`src/rtl/awbg_pkg.sv`:
```
// Shared types and constants for the white-balance gain pipeline.
package awbg_pkg;

    localparam int unsigned DIV_STEPS = 32;
    localparam int unsigned NUM_STAGES = 2 * DIV_STEPS + 2;

    localparam logic [15:0] UNITY_GAIN = 16'h0400;
    localparam logic [15:0] TYPICAL_RED_RESET = 16'h0253;
    localparam logic [15:0] TYPICAL_BLUE_RESET = 16'h027F;

    localparam logic CFG_TYPICAL_RED = 1'b0;
    localparam logic CFG_TYPICAL_BLUE = 1'b1;

    typedef enum logic [1:0] {
        FILL_NONE,
        FILL_RED,
        FILL_BLUE
    } fill_t;

    // One restoring-division lane: partial remainder, dividend shifting out
    // at the top while quotient bits shift in at the bottom, and divisor.
    typedef struct packed {
        logic [15:0] rem;
        logic [31:0] nq;
        logic [15:0] den;
    } lane_t;

    typedef struct packed {
        logic [15:0] red_ratio;
        logic [15:0] blue_ratio;
        logic [15:0] typ_red;
        logic [15:0] typ_blue;
        logic        err;
        logic        red_below;
        logic        blue_below;
        logic [15:0] red_gain;
        logic [15:0] green_gain;
        logic [15:0] blue_gain;
        fill_t       fill;
        logic        ovf;
    } side_t;

    typedef struct packed {
        side_t side;
        lane_t lane0;
        lane_t lane1;
    } pipe_t;

endpackage

```
`src/rtl/awbg_cell.sv`:
```
// One division step cell: retires one quotient bit on each of two lanes.
module awbg_cell (
    input  logic            aclk,
    input  logic            aresetn,
    input  logic            in_valid,
    output logic            in_ready,
    input  awbg_pkg::pipe_t in_data,
    output logic            out_valid,
    input  logic            out_ready,
    output awbg_pkg::pipe_t out_data
);

    logic            valid_reg;
    logic            valid_next;
    awbg_pkg::pipe_t data_reg;
    awbg_pkg::pipe_t data_next;

    function automatic awbg_pkg::lane_t step(input awbg_pkg::lane_t l);
        logic [16:0] t;
        logic [16:0] d;
        logic        ge;
        awbg_pkg::lane_t o;
        t = {l.rem, l.nq[31]};
        d = t - {1'b0, l.den};
        ge = (t >= {1'b0, l.den});
        o.rem = ge ? d[15:0] : t[15:0];
        o.nq = {l.nq[30:0], ge};
        o.den = l.den;
        return o;
    endfunction

    assign in_ready = ~valid_reg | out_ready;

    always_comb begin
        valid_next = in_ready ? in_valid : valid_reg;
        data_next = in_data;
        data_next.lane0 = step(in_data.lane0);
        data_next.lane1 = step(in_data.lane1);
    end

    always_ff @(posedge aclk) begin
        if (!aresetn) begin
            valid_reg <= 1'b0;
        end else begin
            valid_reg <= valid_next;
        end
    end

    always_ff @(posedge aclk) begin
        if (in_valid && in_ready) begin
            data_reg <= data_next;
        end
    end

    assign out_valid = valid_reg;
    assign out_data = data_reg;

endmodule

```
`config.mk`:
```
export PLATFORM = sky130hd
export DESIGN_NAME = awbg_cell
export DESIGN_NICKNAME = d
export VERILOG_FILES = /design/src/rtl/awbg_pkg.sv /design/src/rtl/awbg_cell.sv
export SDC_FILE = /design/constraint.sdc
export NUM_CORES = 1
export LEC_CHECK = 0
export BUFFER_PORTS_ARGS = -buffer_cell sky130_fd_sc_hd__buf_2
export CAP_MARGIN = 0
export CORE_AREA = 5 5 188 190
export DETAILED_ROUTE_END_ITERATION = 10
export DIE_AREA = 0 0 193 195
export GPL_TIMING_DRIVEN = 0
export PLACE_DENSITY = 0.52
export SYNTH_ARGS = -nofsm -noshare
export SYNTH_HDL_FRONTEND = slang
export SYNTH_SLANG_ARGS = --single-unit
```
`constraint.sdc`:
```
create_clock -name aclk -period 20.5 [get_ports aclk]
set_input_delay 4.1 -clock aclk [delete_from_list [all_inputs] [get_ports aclk]]
set_output_delay 4.1 -clock aclk [all_outputs]
set_load 0.02 [all_outputs]
```
# Word-level counts from Yosys, hierarchy flattened
# Cells that the tools add are included.
dict set report totals {
  output_inout_bits 248
  reg_bits 247
  inputBits 250
}
dict set report op_classes {
  muxes 2
  bitwise_logic 2
  n_reduce_logical 1
  addsub 2
  magnitude_cmp 2
}
# operator count
set ops {}
lappend ops {{$ge A17 B16 Y1} 2}
lappend ops {{$mux W16} 2}
lappend ops {{$sub A16 B16 Y16} 2}
lappend ops {{$logic_and A1 B1 Y1} 1}
lappend ops {{$not A1 Y1} 1}
lappend ops {{$or A1 B1 Y1} 1}

# Depth between registers and ports, before layout
dict set report logic_depth {
  word_depth 3
  mapped_depth 9
  mapped_depth_nobuf 9
}

# Worst setup path before layout
# Ideal clock, no wire load.
dict set report synth_timing {
  path_type {input to register}
  startpoint {input port out_ready}
  endpoint {register data_reg, in the netlist out_data[0], enable pin}
  n_path_buf 0
  arrival_time_ns 9.982
  slack_ns 9.881
  path_stages 2
  t_required_ns 19.863
  path_cell_list {nand2b_1 > and2_1}
}
dict set report synth_between {
  elab_chain_cells 2
}
# element line
set synth_lines {}
lappend synth_lines {{start, declared} awbg_cell.sv:9} ;# input logic out_ready,
lappend synth_lines {{$or A1 B1 Y1} awbg_cell.sv:32} ;# assign in_ready = ~valid_reg | out_ready;
lappend synth_lines {{$logic_and A1 B1 Y1} awbg_cell.sv:50} ;# if (in_valid && in_ready) begin
lappend synth_lines {{end signal, assigned} awbg_cell.sv:51} ;# data_reg <= data_next;
lappend synth_lines {{end, declared} awbg_cell.sv:15} ;# awbg_pkg::pipe_t data_reg;
# Every way passes these cells.
# A chain may end at the register's enable or synchronous reset.

# Worst setup path in the final report
dict set report layout_timing {
  startpoint {input port out_ready}
  endpoint {output port in_ready}
}
dict set report layout_between {
  elab_chain_cells 1
}
# element line
set layout_lines {}
lappend layout_lines {{$or A1 B1 Y1} awbg_cell.sv:32}
lappend layout_lines {{end, declared} awbg_cell.sv:6} ;# output logic in_ready,
# Every way passes these cells.

==> impl_metrics.env <==
export IMPL_final_max_slew_viol_count=0
export IMPL_rrSetupSlack_ns=18.23
export IMPL_synthTopCellsByArea="sky130_fd_sc_hd__edfxtp_1, sky130_fd_sc_hd__ha_1, sky130_fd_sc_hd__inv_1"
export IMPL_powerDensity_nw_per_um2=93.3
export IMPL_status="completed"
export IMPL_post_place_ws_ns=11.86
export IMPL_worstSetupStartpointType="input pin"
export IMPL_layout_cells_most_common="sky130_fd_sc_hd__buf_2"
export IMPL_grt_use_total=0.152
export IMPL_port_buffers=497
export IMPL_grt_overflow=0
export IMPL_synth_flop_cell="sky130_fd_sc_hd__edfxtp_1"
export IMPL_ios=498
export IMPL_worstPathCellList="buf_2 > nand2b_1 > buf_2"
export IMPL_p_sw_frac=0.264
export IMPL_cts_setup_buffers=0
export IMPL_mappedNetlistNets=831
export IMPL_area_growth_syn_to_layout_pct=41.6
export IMPL_yosys_area_top_type_share=0.776
export IMPL_inserted_clock_buffers=27
export IMPL_max_cap_viol_count=0
export IMPL_clk_pin_slew_ns=0.06
export IMPL_postSynthCellCount=547
export IMPL_post_route_period_util=0.422
export IMPL_report_final_hold_viol_count=0
export IMPL_cp_slowest_stage_delay_ns=0.17
export IMPL_synthArstFlopShare=0
export IMPL_grt_pass1_wl_um=43500
export IMPL_maximum_number_of_pins_on_one_net_before_global_route_repair=73
export IMPL_cts_tree="yes"
export IMPL_maxSlewHeadroom=0.451
export IMPL_vdd_ir_max_mv=0.0669
export IMPL_worstMarginPinSlew_ns=0.813
export IMPL_ant_nets=0
export IMPL_share_seq_of_total_power=0.482
export IMPL_fp_dieH_um=195
export IMPL_post_synth_instance_area_um2=9520
export IMPL_cts_hold_buf=0
export IMPL_die_area_um2=37600
export IMPL_synth_edf_count=246
export IMPL_critPathKind="input pin to primary output"
export IMPL_cts_root_buffer="sky130_fd_sc_hd__clkbuf_16"
export IMPL_hold_worst_slack_ns=0.580
export IMPL_detailed_place_hpwl_um=25100
export IMPL_cp_arrival_ns=4.54
export IMPL_post_drt_wl_per_cell_um=20.3
export IMPL_synth_seq_area_share=0.778
export IMPL_number_of_clock_sinks=247
export IMPL_cts_max_level=1
export IMPL_power_frac_comb=0.157
export IMPL_slowest_stage="sky130_fd_sc_hd__nand2b_1"
export IMPL_final_layout_size_suffix_gt1_frac=0.516
export IMPL_die_w_um=193
export IMPL_fin_setup_tns_ns=0
export IMPL_synth_largest_area_cell="sky130_fd_sc_hd__edfxtp_1"
export IMPL_unrepaired_setup_endpoints_after_global_routing="no"
export IMPL_post_dp_cell_area_um2=12700
export IMPL_class_of_the_worst_hold_path="flip-flop to flip-flop"
export IMPL_timing_final_setup_violations=0
export IMPL_fp_rows=67
export IMPL_num_vias=6726
export IMPL_setup_slack_ns=11.86
export IMPL_yosys_register_bits=247
export IMPL_postRouteWirelength_um=31300
export IMPL_drtIter0Drc=330
export IMPL_cp_data_required_time_ns=16.40
export IMPL_synthesis_area_per_instance_um2=17.4
export IMPL_switching_power_mw=0.332
export IMPL_netlist_cell_type_count=50
export IMPL_clk_path_buf_depth=3
export IMPL_p_clk_frac=0.362
export IMPL_static_leakage_power_nw=5.81
export IMPL_worst_setup_path_end_kind="primary output"
export IMPL_cp_common_cell="sky130_fd_sc_hd__buf_2"
export IMPL_ctsResizeCount=0
export IMPL_drt_vias_per_instance=4.34
export IMPL_mostFrequentLayoutCells="sky130_fd_sc_hd__buf_2, sky130_fd_sc_hd__edfxtp_1, sky130_fd_sc_hd__inv_1, sky130_fd_sc_hd__ha_1, sky130_fd_sc_hd__clkbuf_16"
export IMPL_max_freq_mhz=116
export IMPL_final_nets=1360
export IMPL_synth_yosys_warnings=0
export IMPL_grt_pass1_vias=6625
export IMPL_remaining_drc_errors=0
export IMPL_gpl_final_weighted_congestion=0.849
export IMPL_crit_fanout=3
export IMPL_core_footprint_um2=33300
export IMPL_clock_latency_at_the_later_pin_of_the_worst_skew_pair_ns=0.55
export IMPL_cell_int_power_mw=0.927
export IMPL_firstDrtPassIters=5
export IMPL_skew_ns=0.0163
export IMPL_post_route_cell_area_um2=13500
export IMPL_period_needed_ns=8.64
export IMPL_initial_antenna_violation_count=8
export IMPL_initial_core_util=0.286
-- registers in the layout, indices dropped and copies added, names as in the netlist --
register	count
out_data	246
out_valid	1
-- layout make-up --
| type | count | area [um^2] |
|---|---|---|
| Fill cell | 3191 | 19800 |
| Inverter | 41 | 154 |
| Timing Repair Buffer | 500 | 2570 |
| Sequential cell | 247 | 7410 |
| Buffer | 4 | 22.5 |
| Antenna cell | 3 | 7.51 |
| Clock inverter | 13 | 90.1 |
| Tap cell | 448 | 561 |
| Multi-Input combinational cell | 255 | 1940 |
| Clock buffer | 37 | 733 |
-- stage by stage --
| stage | power, mW | cells | utilization |
|---|---|---|---|
| CTS | 1.28 | 1545 | 0.405 |
| finish | 1.26 | 1548 | 0.405 |
| global placement | 0.822 | 1492 | 0.378 |
| detailed placement | 0.817 | 1495 | 0.380 |
| floorplan | 0.738 | 547 | - |
| global route | 1.32 | 1548 | 0.405 |
-- power groups by stage --
| stage | Clock [mW] | Combinational [mW] | Sequential, mW |
|---|---|---|---|
| after floorplan | 0 | 0.0692 | 0.669 |
| after global placement | 0 | 0.195 | 0.627 |
| after detailed placement | 0 | 0.200 | 0.617 |
| after CTS | 0.471 | 0.200 | 0.607 |
| after global routing | 0.495 | 0.213 | 0.609 |
| final | 0.455 | 0.197 | 0.606 |
-- cell usage after synthesis (all sizes together), types with 3 or more instances --
cell	n
edfxtp	246
inv	41
ha	32
o21ai	26
a21oi	20
nand2	20
nor2	19
mux2	15
xnor2	12
o21a	11
nor3	10
a21o	6
nor2b	6
xor2	6
a31oi	5
nand3	5
o31a	5
a21boi	4
and2	4
mux2i	4
nand2b	4
o211ai	4
or3	4
a211oi	3
clkbuf	3
o21bai	3
o31ai	3
-- kinds of logic (layout without fill, tap and decap cells) --
group	Yosys count	after routing	share of synthesized area
and+or+nand+nor	82	82	0.0427
muxes	19	19	0.0247
xor gates and xnor gates	18	18	0.0166
AOI/OAI and AO/OA	102	102	0.0733
DFF	247	247	0.778
buffers and inverters	45	595	0.0185
other	0	3	0
adders and majority gates	34	34	0.0463
-- path summary, 6_finish.rpt --
path | startpoint | to | depth (start not counted)
setup / recovery | out_ready | in_ready | 3
hold / removal | out_valid | out_valid | 2
hold reg to reg | out_valid | out_valid | 2
setup reg to reg | out_valid | out_data[80] | 4
-- routing by layer --
metal / part of all wire / routed length [um] / vias up / GRT usage
met3: 0.099 / 3100 / 40 / 0.0523
met4: 0.016 / 507 / 10 / 0.0344
li1: - / - / 3170 / -
met5: 0.0018 / 57 / - / 0
met2: 0.50 / 15800 / 291 / 0.267
met1: 0.38 / 11900 / 3215 / 0.180
-- worst max-delay path: cells and delay by family --
family / cells / cell delay (ns)
simple gates: 1 / 0.17
buf+inv: 2 / 0.27
No activity file was read; power rests on OpenSTA's default activity.
